## src/sha1_stream_hasher_core_macros.svh

```systemverilog
// ---------------------------------------------------------------------------
// sha1 stream hasher assertion macros
// shared assertion forms, clocked on clk and disabled while rst_n is low
// ---------------------------------------------------------------------------
`ifndef SHA1_STREAM_HASHER_CORE_MACROS_SVH
`define SHA1_STREAM_HASHER_CORE_MACROS_SVH

// consequent must hold in the same cycle
`define SHA1SH_ASSERT_NOW(lbl, ante, cons, msg) \
  lbl: assert property (@(posedge clk) disable iff (!rst_n) (ante) |-> (cons)) \
    else $error(msg);

// consequent must hold in the cycle after the antecedent
`define SHA1SH_ASSERT_NEXT(lbl, ante, cons, msg) \
  lbl: assert property (@(posedge clk) disable iff (!rst_n) (ante) |=> (cons)) \
    else $error(msg);

`endif

```

## src/sha1sh_pkg.sv

```systemverilog
// ---------------------------------------------------------------------------
// sha1sh_pkg
// shared constants, command and status types of the sha1 stream hasher
// ---------------------------------------------------------------------------
`timescale 1ns / 1ps

package sha1sh_pkg;

  // initial chaining value
  localparam logic [31:0] H0_INIT = 32'h67452301;
  localparam logic [31:0] H1_INIT = 32'hefcdab89;
  localparam logic [31:0] H2_INIT = 32'h98badcfe;
  localparam logic [31:0] H3_INIT = 32'h10325476;
  localparam logic [31:0] H4_INIT = 32'hc3d2e1f0;

  // round constants
  localparam logic [31:0] K_CH   = 32'h5a827999;
  localparam logic [31:0] K_PAR0 = 32'h6ed9eba1;
  localparam logic [31:0] K_MAJ  = 32'h8f1bbcdc;
  localparam logic [31:0] K_PAR1 = 32'hca62c1d6;

  // padding marker byte
  localparam logic [7:0] PAD_MARK = 8'h80;

  // byte positions inside a 64-byte block
  localparam logic [5:0] POS_LAST = 6'd63;
  localparam logic [5:0] POS_LEN  = 6'd56;

  // round counter limits
  localparam logic [6:0] RND_LAST = 7'd79;
  localparam logic [6:0] RND_PAR0 = 7'd20;
  localparam logic [6:0] RND_MAJ  = 7'd40;
  localparam logic [6:0] RND_PAR1 = 7'd60;

  // source of the byte written into the block
  typedef enum logic [1:0] {
    SEL_MSG,
    SEL_MARK,
    SEL_ZERO,
    SEL_LEN
  } byte_sel_t;

  // round function group
  typedef enum logic [1:0] {
    GRP_CH,
    GRP_PAR0,
    GRP_MAJ,
    GRP_PAR1
  } rnd_grp_t;

  // controller to datapath commands
  typedef struct packed {
    logic      byte_we;
    byte_sel_t byte_sel;
    logic      msg_count;
    logic      load_work;
    logic      round_step;
    rnd_grp_t  grp;
    logic      chain_add;
    logic      chain_init;
    logic      out_load;
  } dp_cmd_t;

  // datapath to controller status
  typedef struct packed {
    logic [5:0] pos;
  } dp_sts_t;

endpackage

```

## src/sha1_stream_hasher_core.sv

```systemverilog
// ------- sha1_stream_hasher_core: byte-serial sha-1 engine -------
// item: every 64th byte also starts 80 rounds plus 1 chaining add
// in_ready stays low while the single shared round unit works on a block
// last item: pad bytes up to block end, rounds and add per block, then load
// sync reset: chaining value to initial hash, length zero, no result pending
// ------------------------------------------------------------------
`timescale 1ns / 1ps

module sha1_stream_hasher_core (
  input  logic        clk,
  input  logic        rst_n,
  input  logic        in_valid,
  output logic        in_ready,
  input  logic [7:0]  in_data_byte,
  input  logic        in_byte_present,
  input  logic        in_last,
  output logic        out_valid,
  input  logic        out_ready,
  output logic [31:0] out_digest_word0,
  output logic [31:0] out_digest_word1,
  output logic [31:0] out_digest_word2,
  output logic [31:0] out_digest_word3,
  output logic [31:0] out_digest_word4
);

  `include "sha1_stream_hasher_core_macros.svh"

  sha1sh_pkg::dp_cmd_t cmd;
  sha1sh_pkg::dp_sts_t sts;

  // sequencer
  sha1sh_ctrl u_ctrl (
    .clk             (clk),
    .rst_n           (rst_n),
    .in_valid        (in_valid),
    .in_ready        (in_ready),
    .in_byte_present (in_byte_present),
    .in_last         (in_last),
    .out_valid       (out_valid),
    .out_ready       (out_ready),
    .cmd             (cmd),
    .sts             (sts)
  );

  // hashing datapath
  sha1sh_dp u_dp (
    .clk          (clk),
    .rst_n        (rst_n),
    .in_data_byte (in_data_byte),
    .cmd          (cmd),
    .sts          (sts),
    .digest_word0 (out_digest_word0),
    .digest_word1 (out_digest_word1),
    .digest_word2 (out_digest_word2),
    .digest_word3 (out_digest_word3),
    .digest_word4 (out_digest_word4)
  );

  // checks on controller and datapath cooperation
  `SHA1SH_ASSERT_NOW(a_out_load_free, cmd.out_load, !out_valid || out_ready, "result overwritten")
  `SHA1SH_ASSERT_NEXT(a_block_wrap, cmd.load_work, sts.pos == 6'd0, "no position wrap")
  `SHA1SH_ASSERT_NOW(a_idle_take, in_ready, !cmd.round_step && !cmd.chain_add, "busy while ready")

endmodule

```

## src/sha1sh_ctrl.sv

```systemverilog
// ---------------------------------------------------------------------------
// sha1sh_ctrl
// sequencer for byte loading, padding, 80 rounds, chaining add and digest out
// ---------------------------------------------------------------------------
`timescale 1ns / 1ps

module sha1sh_ctrl (
  input  logic                clk,
  input  logic                rst_n,
  input  logic                in_valid,
  output logic                in_ready,
  input  logic                in_byte_present,
  input  logic                in_last,
  output logic                out_valid,
  input  logic                out_ready,
  output sha1sh_pkg::dp_cmd_t cmd,
  input  sha1sh_pkg::dp_sts_t sts
);

  localparam logic [2:0] ST_IDLE   = 3'd0;
  localparam logic [2:0] ST_ROUND  = 3'd1;
  localparam logic [2:0] ST_ADD    = 3'd2;
  localparam logic [2:0] ST_PAD    = 3'd3;
  localparam logic [2:0] ST_DIGEST = 3'd4;

  logic [2:0] state_r, state_nxt;
  logic [6:0] rnd_r, rnd_nxt;
  logic       in_pad_r, in_pad_nxt;
  logic       pad_first_r, pad_first_nxt;
  logic       len_ok_r, len_ok_nxt;
  logic       pad_done_r, pad_done_nxt;
  logic       out_valid_r, out_valid_nxt;

  // next state and command decode
  always_comb begin
    sha1sh_pkg::byte_sel_t pad_sel;
    pad_sel       = sha1sh_pkg::SEL_ZERO;
    state_nxt     = state_r;
    rnd_nxt       = rnd_r;
    in_pad_nxt    = in_pad_r;
    pad_first_nxt = pad_first_r;
    len_ok_nxt    = len_ok_r;
    pad_done_nxt  = pad_done_r;
    cmd           = '0;
    cmd.byte_sel  = sha1sh_pkg::SEL_MSG;
    cmd.grp       = sha1sh_pkg::GRP_CH;

    unique case (state_r)
      ST_IDLE: begin
        if (in_valid) begin
          if (in_byte_present) begin
            cmd.byte_we   = 1'b1;
            cmd.msg_count = 1'b1;
          end
          if (in_last) begin
            in_pad_nxt    = 1'b1;
            pad_first_nxt = 1'b1;
            len_ok_nxt    = 1'b0;
            pad_done_nxt  = 1'b0;
          end
          if (in_byte_present && sts.pos == sha1sh_pkg::POS_LAST) begin
            cmd.load_work = 1'b1;
            state_nxt     = ST_ROUND;
          end else if (in_last) begin
            state_nxt = ST_PAD;
          end
        end
      end

      ST_ROUND: begin
        cmd.round_step = 1'b1;
        if (rnd_r < sha1sh_pkg::RND_PAR0) begin
          cmd.grp = sha1sh_pkg::GRP_CH;
        end else if (rnd_r < sha1sh_pkg::RND_MAJ) begin
          cmd.grp = sha1sh_pkg::GRP_PAR0;
        end else if (rnd_r < sha1sh_pkg::RND_PAR1) begin
          cmd.grp = sha1sh_pkg::GRP_MAJ;
        end else begin
          cmd.grp = sha1sh_pkg::GRP_PAR1;
        end
        if (rnd_r == sha1sh_pkg::RND_LAST) begin
          rnd_nxt   = '0;
          state_nxt = ST_ADD;
        end else begin
          rnd_nxt = rnd_r + 7'd1;
        end
      end

      ST_ADD: begin
        cmd.chain_add = 1'b1;
        if (!in_pad_r) begin
          state_nxt = ST_IDLE;
        end else if (pad_done_r) begin
          state_nxt = ST_DIGEST;
        end else begin
          state_nxt = ST_PAD;
        end
      end

      ST_PAD: begin
        // marker first, length only in the block that ends the message
        if (pad_first_r) begin
          pad_sel = sha1sh_pkg::SEL_MARK;
        end else if (len_ok_r && sts.pos >= sha1sh_pkg::POS_LEN) begin
          pad_sel = sha1sh_pkg::SEL_LEN;
        end else begin
          pad_sel = sha1sh_pkg::SEL_ZERO;
        end
        cmd.byte_we   = 1'b1;
        cmd.byte_sel  = pad_sel;
        pad_first_nxt = 1'b0;
        if (pad_first_r && sts.pos < sha1sh_pkg::POS_LEN) begin
          len_ok_nxt = 1'b1;
        end
        if (sts.pos == sha1sh_pkg::POS_LAST) begin
          cmd.load_work = 1'b1;
          len_ok_nxt    = 1'b1;
          state_nxt     = ST_ROUND;
          if (pad_sel == sha1sh_pkg::SEL_LEN) begin
            pad_done_nxt = 1'b1;
          end
        end
      end

      ST_DIGEST: begin
        if (!out_valid_r || out_ready) begin
          cmd.out_load   = 1'b1;
          cmd.chain_init = 1'b1;
          in_pad_nxt     = 1'b0;
          pad_first_nxt  = 1'b0;
          len_ok_nxt     = 1'b0;
          pad_done_nxt   = 1'b0;
          state_nxt      = ST_IDLE;
        end
      end

      default: begin
        state_nxt = ST_IDLE;
      end
    endcase
  end

  // result valid flag
  always_comb begin
    if (cmd.out_load) begin
      out_valid_nxt = 1'b1;
    end else if (out_ready) begin
      out_valid_nxt = 1'b0;
    end else begin
      out_valid_nxt = out_valid_r;
    end
  end

  // control registers
  always_ff @(posedge clk) begin
    if (!rst_n) begin
      state_r     <= ST_IDLE;
      rnd_r       <= '0;
      in_pad_r    <= 1'b0;
      pad_first_r <= 1'b0;
      len_ok_r    <= 1'b0;
      pad_done_r  <= 1'b0;
      out_valid_r <= 1'b0;
    end else begin
      state_r     <= state_nxt;
      rnd_r       <= rnd_nxt;
      in_pad_r    <= in_pad_nxt;
      pad_first_r <= pad_first_nxt;
      len_ok_r    <= len_ok_nxt;
      pad_done_r  <= pad_done_nxt;
      out_valid_r <= out_valid_nxt;
    end
  end

  assign in_ready  = (state_r == ST_IDLE);
  assign out_valid = out_valid_r;

endmodule

```

## src/sha1sh_dp.sv

```systemverilog
// ---------------------------------------------------------------------------
// sha1sh_dp
// byte packer, rolling schedule window, round unit, chaining value, digest
// ---------------------------------------------------------------------------
`timescale 1ns / 1ps

module sha1sh_dp (
  input  logic                clk,
  input  logic                rst_n,
  input  logic [7:0]          in_data_byte,
  input  sha1sh_pkg::dp_cmd_t cmd,
  output sha1sh_pkg::dp_sts_t sts,
  output logic [31:0]         digest_word0,
  output logic [31:0]         digest_word1,
  output logic [31:0]         digest_word2,
  output logic [31:0]         digest_word3,
  output logic [31:0]         digest_word4
);

  logic [23:0] acc_r, acc_nxt;
  logic [31:0] win_r [16];
  logic [31:0] win_nxt [16];
  logic [5:0]  pos_r, pos_nxt;
  logic [60:0] cnt_r, cnt_nxt;
  logic [31:0] wk_r [5];
  logic [31:0] wk_nxt [5];
  logic [31:0] h_r [5];
  logic [31:0] h_nxt [5];
  logic [31:0] dig_r [5];
  logic [31:0] dig_nxt [5];

  logic [63:0] len_bits;
  logic [7:0]  byte_val;
  logic [31:0] sched_word;
  logic [31:0] f_val;
  logic [31:0] k_val;
  logic [31:0] tmp_val;

  assign len_bits = {cnt_r, 3'b000};

  // byte source
  always_comb begin
    case (cmd.byte_sel)
      sha1sh_pkg::SEL_MSG:  byte_val = in_data_byte;
      sha1sh_pkg::SEL_MARK: byte_val = sha1sh_pkg::PAD_MARK;
      sha1sh_pkg::SEL_ZERO: byte_val = 8'h00;
      default:              byte_val = len_bits[{~pos_r[2:0], 3'b000} +: 8];
    endcase
  end

  // next schedule word from the window taps
  always_comb begin
    logic [31:0] x;
    x          = win_r[13] ^ win_r[8] ^ win_r[2] ^ win_r[0];
    sched_word = {x[30:0], x[31]};
  end

  // round function and constant
  always_comb begin
    case (cmd.grp)
      sha1sh_pkg::GRP_CH: begin
        f_val = (wk_r[1] & wk_r[2]) | (~wk_r[1] & wk_r[3]);
        k_val = sha1sh_pkg::K_CH;
      end
      sha1sh_pkg::GRP_PAR0: begin
        f_val = wk_r[1] ^ wk_r[2] ^ wk_r[3];
        k_val = sha1sh_pkg::K_PAR0;
      end
      sha1sh_pkg::GRP_MAJ: begin
        f_val = (wk_r[1] & wk_r[2]) | (wk_r[1] & wk_r[3]) | (wk_r[2] & wk_r[3]);
        k_val = sha1sh_pkg::K_MAJ;
      end
      default: begin
        f_val = wk_r[1] ^ wk_r[2] ^ wk_r[3];
        k_val = sha1sh_pkg::K_PAR1;
      end
    endcase
    tmp_val = {wk_r[0][26:0], wk_r[0][31:27]} + f_val + wk_r[4] + k_val + win_r[0];
  end

  // byte packing and schedule window
  always_comb begin
    acc_nxt = acc_r;
    pos_nxt = pos_r;
    cnt_nxt = cnt_r;
    for (int i = 0; i < 16; i++) begin
      win_nxt[i] = win_r[i];
    end
    if (cmd.byte_we) begin
      acc_nxt = {acc_r[15:0], byte_val};
      pos_nxt = pos_r + 6'd1;
      if (pos_r[1:0] == 2'b11) begin
        for (int i = 0; i < 15; i++) begin
          win_nxt[i] = win_r[i + 1];
        end
        win_nxt[15] = {acc_r, byte_val};
      end
    end else if (cmd.round_step) begin
      for (int i = 0; i < 15; i++) begin
        win_nxt[i] = win_r[i + 1];
      end
      win_nxt[15] = sched_word;
    end
    if (cmd.msg_count) begin
      cnt_nxt = cnt_r + 61'd1;
    end
    if (cmd.chain_init) begin
      pos_nxt = '0;
      cnt_nxt = '0;
    end
  end

  // working registers, chaining value and digest
  always_comb begin
    for (int i = 0; i < 5; i++) begin
      wk_nxt[i]  = wk_r[i];
      h_nxt[i]   = h_r[i];
      dig_nxt[i] = dig_r[i];
    end
    if (cmd.load_work) begin
      for (int i = 0; i < 5; i++) begin
        wk_nxt[i] = h_r[i];
      end
    end else if (cmd.round_step) begin
      wk_nxt[4] = wk_r[3];
      wk_nxt[3] = wk_r[2];
      wk_nxt[2] = {wk_r[1][1:0], wk_r[1][31:2]};
      wk_nxt[1] = wk_r[0];
      wk_nxt[0] = tmp_val;
    end
    if (cmd.chain_add) begin
      for (int i = 0; i < 5; i++) begin
        h_nxt[i] = h_r[i] + wk_r[i];
      end
    end
    if (cmd.out_load) begin
      for (int i = 0; i < 5; i++) begin
        dig_nxt[i] = h_r[i];
      end
    end
    if (cmd.chain_init) begin
      h_nxt[0] = sha1sh_pkg::H0_INIT;
      h_nxt[1] = sha1sh_pkg::H1_INIT;
      h_nxt[2] = sha1sh_pkg::H2_INIT;
      h_nxt[3] = sha1sh_pkg::H3_INIT;
      h_nxt[4] = sha1sh_pkg::H4_INIT;
    end
  end

  // registers with reset: position, length and chaining value
  always_ff @(posedge clk) begin
    if (!rst_n) begin
      pos_r  <= '0;
      cnt_r  <= '0;
      h_r[0] <= sha1sh_pkg::H0_INIT;
      h_r[1] <= sha1sh_pkg::H1_INIT;
      h_r[2] <= sha1sh_pkg::H2_INIT;
      h_r[3] <= sha1sh_pkg::H3_INIT;
      h_r[4] <= sha1sh_pkg::H4_INIT;
    end else begin
      pos_r <= pos_nxt;
      cnt_r <= cnt_nxt;
      for (int i = 0; i < 5; i++) begin
        h_r[i] <= h_nxt[i];
      end
    end
  end

  // payload registers
  always_ff @(posedge clk) begin
    acc_r <= acc_nxt;
    for (int i = 0; i < 16; i++) begin
      win_r[i] <= win_nxt[i];
    end
    for (int i = 0; i < 5; i++) begin
      wk_r[i]  <= wk_nxt[i];
      dig_r[i] <= dig_nxt[i];
    end
  end

  assign sts.pos      = pos_r;
  assign digest_word0 = dig_r[0];
  assign digest_word1 = dig_r[1];
  assign digest_word2 = dig_r[2];
  assign digest_word3 = dig_r[3];
  assign digest_word4 = dig_r[4];

endmodule
```

## config.mk

```make
export PLATFORM = sky130hd
export DESIGN_NAME = sha1_stream_hasher_core
export DESIGN_NICKNAME = d
export VERILOG_FILES = /design/src/sha1sh_pkg.sv /design/src/sha1_stream_hasher_core.sv /design/src/sha1sh_ctrl.sv /design/src/sha1sh_dp.sv
export VERILOG_INCLUDE_DIRS = /design/src /design/src/src
export SDC_FILE = /design/constraint.sdc
export NUM_CORES = 2
export LEC_CHECK = 0
export BUFFER_PORTS_ARGS = -buffer_cell sky130_fd_sc_hd__clkbuf_2
export CAP_MARGIN = 10
export CORE_MARGIN = 2
export CORE_UTILIZATION = 50
export CTS_CLUSTER_SIZE = 24
export DETAILED_ROUTE_END_ITERATION = 6
export PLACE_DENSITY = 0.71
export SETUP_SLACK_MARGIN = 0.4
export SLEW_MARGIN = 20
export SYNTH_ARGS = -nofsm -noshare
export SYNTH_HDL_FRONTEND = slang
export SYNTH_SLANG_ARGS = --single-unit
```

## constraint.sdc

```tcl
create_clock -name clk -period 43.1 [get_ports clk]
set_input_delay 4.31 -clock clk [delete_from_list [all_inputs] [get_ports clk]]
set_output_delay 4.31 -clock clk [all_outputs]
set_load 0.1 [all_outputs]
```

; Word level (Yosys, flattened, before mapping)
; Memories as Yosys holds them, arrays and structs flattened.
; Index checks and enable logic that the tools add are counted.
[word_totals]
input_bits = 14
wordCells = 151
regBits = 106
mem_bits_rw = 992
output_inout_bits = 162
memories = 4
[classes]
eq_ne = 20
bitwise_logic = 20
muxes = 62
n_addsub = 12
reduce_logical = 17
shifts = 1
n_lt_le_gt_ge = 5
[memory_table]
columns = memory, words, width, read_ports, rd_clocked_by_memory_dff, wr, line
row1 = u_dp.win_r, 16, 32, 16, 0, 16, sha1sh_dp.sv:21  ; logic [31:0] win_r [16];
row2 = u_dp.dig_r, 5, 32, 5, 0, 5, sha1sh_dp.sv:29  ; logic [31:0] dig_r [5];
row3 = u_dp.h_r, 5, 32, 5, 0, 5, sha1sh_dp.sv:27  ; logic [31:0] h_r [5];
row4 = u_dp.wk_r, 5, 32, 5, 0, 5, sha1sh_dp.sv:25  ; logic [31:0] wk_r [5];
[ops]
columns = cell, n
row1 = 2-to-1 mux 512 bit, 3
row2 = 2-to-1 mux 160 bit, 5
row3 = adder 32 bit, 9
row4 = 2-to-1 mux 32 bit, 5
row5 = bitwise XOR 32 bit, 5
row6 = AND 32 bit, 4
row7 = bitwise OR 32 bit, 3
row8 = case mux 32 bit (3 select lines), 1
row9 = case mux 32 bit (2 select lines), 1
row10 = indexed part select 64 x 7 -> 8 bit, 1
row11 = adder 61 x 1 -> 61 bit (second input constant), 1
row12 = NOT 32 bit, 1
row13 = 2-to-1 mux 3 bit, 9
row14 = case mux 8 bit (3 select lines), 1
row15 = 2-to-1 mux 1 bit, 21
row16 = 2-to-1 mux 2 bit, 8
row17 = case mux 3 bit (5 select lines), 1
row18 = < comparator 7 x 6 -> 1 bit (second input constant), 2
row19 = != test 2 x 1 -> 1 bit (second input constant), 5
row20 = AND reduction 5 bit, 2
row21 = case mux 1 bit (3 select lines), 3
row22 = == test 2 bit (second input constant), 4
row23 = AND reduction 4 bit, 2
row24 = adder 7 x 1 -> 7 bit (second input constant), 1
row25 = 26 further kinds, 39

; Depth between registers and ports, before layout
[depth]
word_depth = 13
depth_mapped = 28
mapped_depth_nobuf = 25

; By module
; From an unflattened synthesis, not the netlist that was laid out.
[unflattened]
cells_unflattened = 4300
hier_area_um2 = 51510.7
[by_module_without_submodules]
columns = mod, cells_each, area_each_um2, seq_area_each_um2, n_inst
row1 = sha1sh_dp, 4173, 50583.5, 30249.0, 1
row2 = sha1sh_ctrl, 127, 927.1, 300.3, 1

; Worst setup path before layout
; Ideal clock, no wire load.
[synth_timing]
path_type = input to register
startpoint = input port in_valid
endpoint = memory u_dp.win_r[0][0], enable pin
arrival_time_ns = 13.599
path_buffers = 2
path_stages = 7
t_required_ns = 39.442
setup_slack_ns = 25.843
setup_time_ns = 3.658
path_cell_list = and3_1 -> clkbuf_1 -> nor2_1 -> inv_1 -> clkbuf_1 -> nand2_1 -> nand2_1
[synth_rtl]
columns = element, line
row1 = from (decl), sha1_stream_hasher_core.sv:12  ; input logic in_valid,
row2 = to (decl), sha1sh_dp.sv:21

==> out/results.ini <==
[sta]
rsz0062_at_grt = false
tns_ns = 0
worst_pin_slew_ns = 1.34
slew_headroom = 0.109
setup_viol = 0
drv_slew = 0
hold_violations = 0
finalClockSkew_ns = 0.0346
min_period_ns = 8.05
max_freq_mhz = 124
fin_crit_sh = 0.187

[die]
dieArea_mm2 = 0.105
core.rowCount = 117
io_pins = 176
die_y_um = 324
initial_core_util = 0.504
die_w_um = 324
design.core.area_mm2 = 0.102

[synth]
synth_nets = 4643
ys_seq_elements = 1098
yosysTopAreaCell = edfxtp_1
syn_area_per_cell_um2 = 11.9
yosysUniqueCellTypes = 92
synth_area_leaders = edfxtp_1, dfxtp_1, ha_1
synth_top_area_frac = 0.501
synth-warning-count = 0
ys_seq_area_frac = 0.595
async_reset_ff_frac = 0
synth-edff-count = 856
synthFlopType = edfxtp_1
syn_area_mm2 = 0.0513
syn_inst = 4302

[final_layout]
layout-drive-gt1-share = 0.0945
final_cells = 5931
nets = 4810
area_growth_pct = 11.7
final_cell_mix = edfxtp_1, nand2_1, o21ai_0, a21oi_1, inv_1
final_common_cell = edfxtp_1

[routing]
firstDrtPassIters = 7
drc = 2
drtIter0Drc = 3347
vias_per_cell = 5.58
wirelength_um = 119000
dr_total_vias = 33067
ant_nets = 0
wl_per_cell_um = 20.1

[global_route]
gr-total-overflow = 0
grt_max_degree = 244
antenna_found_initial = 3
grt_pass1_vias = 31534
grt.total_usage = 0.223
grt_pass1_wl_um = 183000

[clock_tree]
clkSinkCount = 1098
post_cts_buffers = 0
clk_pin_slew_worst_paths_ns = 0.06
cts_hold_buf = 0
root_buffer = clkbuf_16
cts_tree = built
cts_htree_levels = 3
cts_max_path_buffers = 3
cts_buffers = 111
ctsResizeCount = 0
clk_latency_ns = 0.71

[worst_setup_path]
cpMaxStageDelayCell = buf_4
crit_type = in2reg
critical_path_arrival_ns = 8.36
critPathCaptureType = flip-flop
cp_cell_sequence = clkbuf_2, and3_1, nor2_1, buf_4, inv_2, buf_4, nand2_4, nand2_4, buf_6, buf_4
cp-start-kind = input pin
path_common_cell = buf_4
max_stage_delay_ns = 0.93
required_ns = 43.41
path_max_fanout = 82

[run_status]
violations = design-rule violations
status = finished with violations

[placement]
dp.cells = 5724
dpl.hpwl_um = 84000
gp_congestion = 0.931
io_buffers = 175

[hold_path]
hold_class = reg2reg

[job]
cap_violations = 0

[sequential cells by signal, indices dropped and copies added, names as in the netlist, 3 cells and up]
name and cells:
u_ctrl.rnd_r 7, u_ctrl.state_r 3, u_dp.acc_r 24, u_dp.cnt_r 61, u_dp.dig_r 160, u_dp.h_r 160
u_dp.sts 6, u_dp.win_r 512, u_dp.wk_r 160
[critical path: cells and delay by family]
kind	cells	cell delay [ns]
simple gates	4	1.33
buf+inv	6	2.56
[area by class of cell]
cell class | instances | area [um2]
diodes | 1 | 2.50
clock buffers | 132 | 2950
clock inverters | 74 | 761
fillers | 8285 | 44400
inverters | 261 | 985
multi-input cells | 2796 | 19300
flip-flops and latches | 1098 | 30500
well taps | 1368 | 1710
repair buffers | 201 | 1120
[cell families (layout without fill, tap and decap cells)]
kind of cell    Yosys count  after routing  synth area share
buf+inv                 408            668            0.0304
mux                      30             30           0.00917
compound gates          964            964             0.114
flops                  1098           1098             0.595
simple gates           1168           1168             0.101
fa+ha+maj               327            327            0.0980
other cells               0              1                 0
xor+xnor                307            307            0.0524
[final timing paths]
path	start	cells past startpoint	slack, ns	end
max	in_valid	10	35.05	u_dp.wk_r[0][43]
min	u_dp.win_r[0][248]	0	0.40	u_dp.win_r[0][216]
max reg2reg	u_ctrl.state_r[1]	21	36.23	u_dp.wk_r[0][30]
min reg2reg	u_dp.win_r[0][248]	0	0.40	u_dp.win_r[0][216]
[synth_stat cells (29+ instances only)]
cell      count
nor2_1      231
a21oi_1     266
nand2b_1     30
a21o_1       89
fa_1        125
o21ai_0     314
o211ai_1     48
o21ai_1      37
dfxtp_1     242
inv_1       261
xnor2_1     191
a31oi_1      29
ha_1        202
edfxtp_1    856
nand3_1      76
nor3_1       48
and3_1       40
a211oi_1     30
xor2_1      116
nand2_1     603
clkbuf_1    113
[layer usage]
layer / vias to the layer above / GRT usage / wire (um)
met2: 1086 / 0.351 / 54600
met3: 217 / 0.0275 / 7790
li1: 15741 / - / -
met4: 0 / 0.0798 / 3990
met5: - / 0 / 0
met1: 16023 / 0.321 / 52600
[per-stage QoR]
step	util	instance area, um2	hold WS, ns	setup WS [ns]
after detailed placement	0.527	53600	0.405	34.09
final	0.564	57300	0.398	35.05
after floorplan	-	51300	0.400	25.84
after global routing	0.564	57300	0.407	34.71
after global placement	0.527	53600	0.400	34.14
after CTS	0.564	57300	0.402	34.84
Power is left out: the tool's default activity adds up to more than one toggle a clock period on the data nets, which glitch-free logic cannot reach.
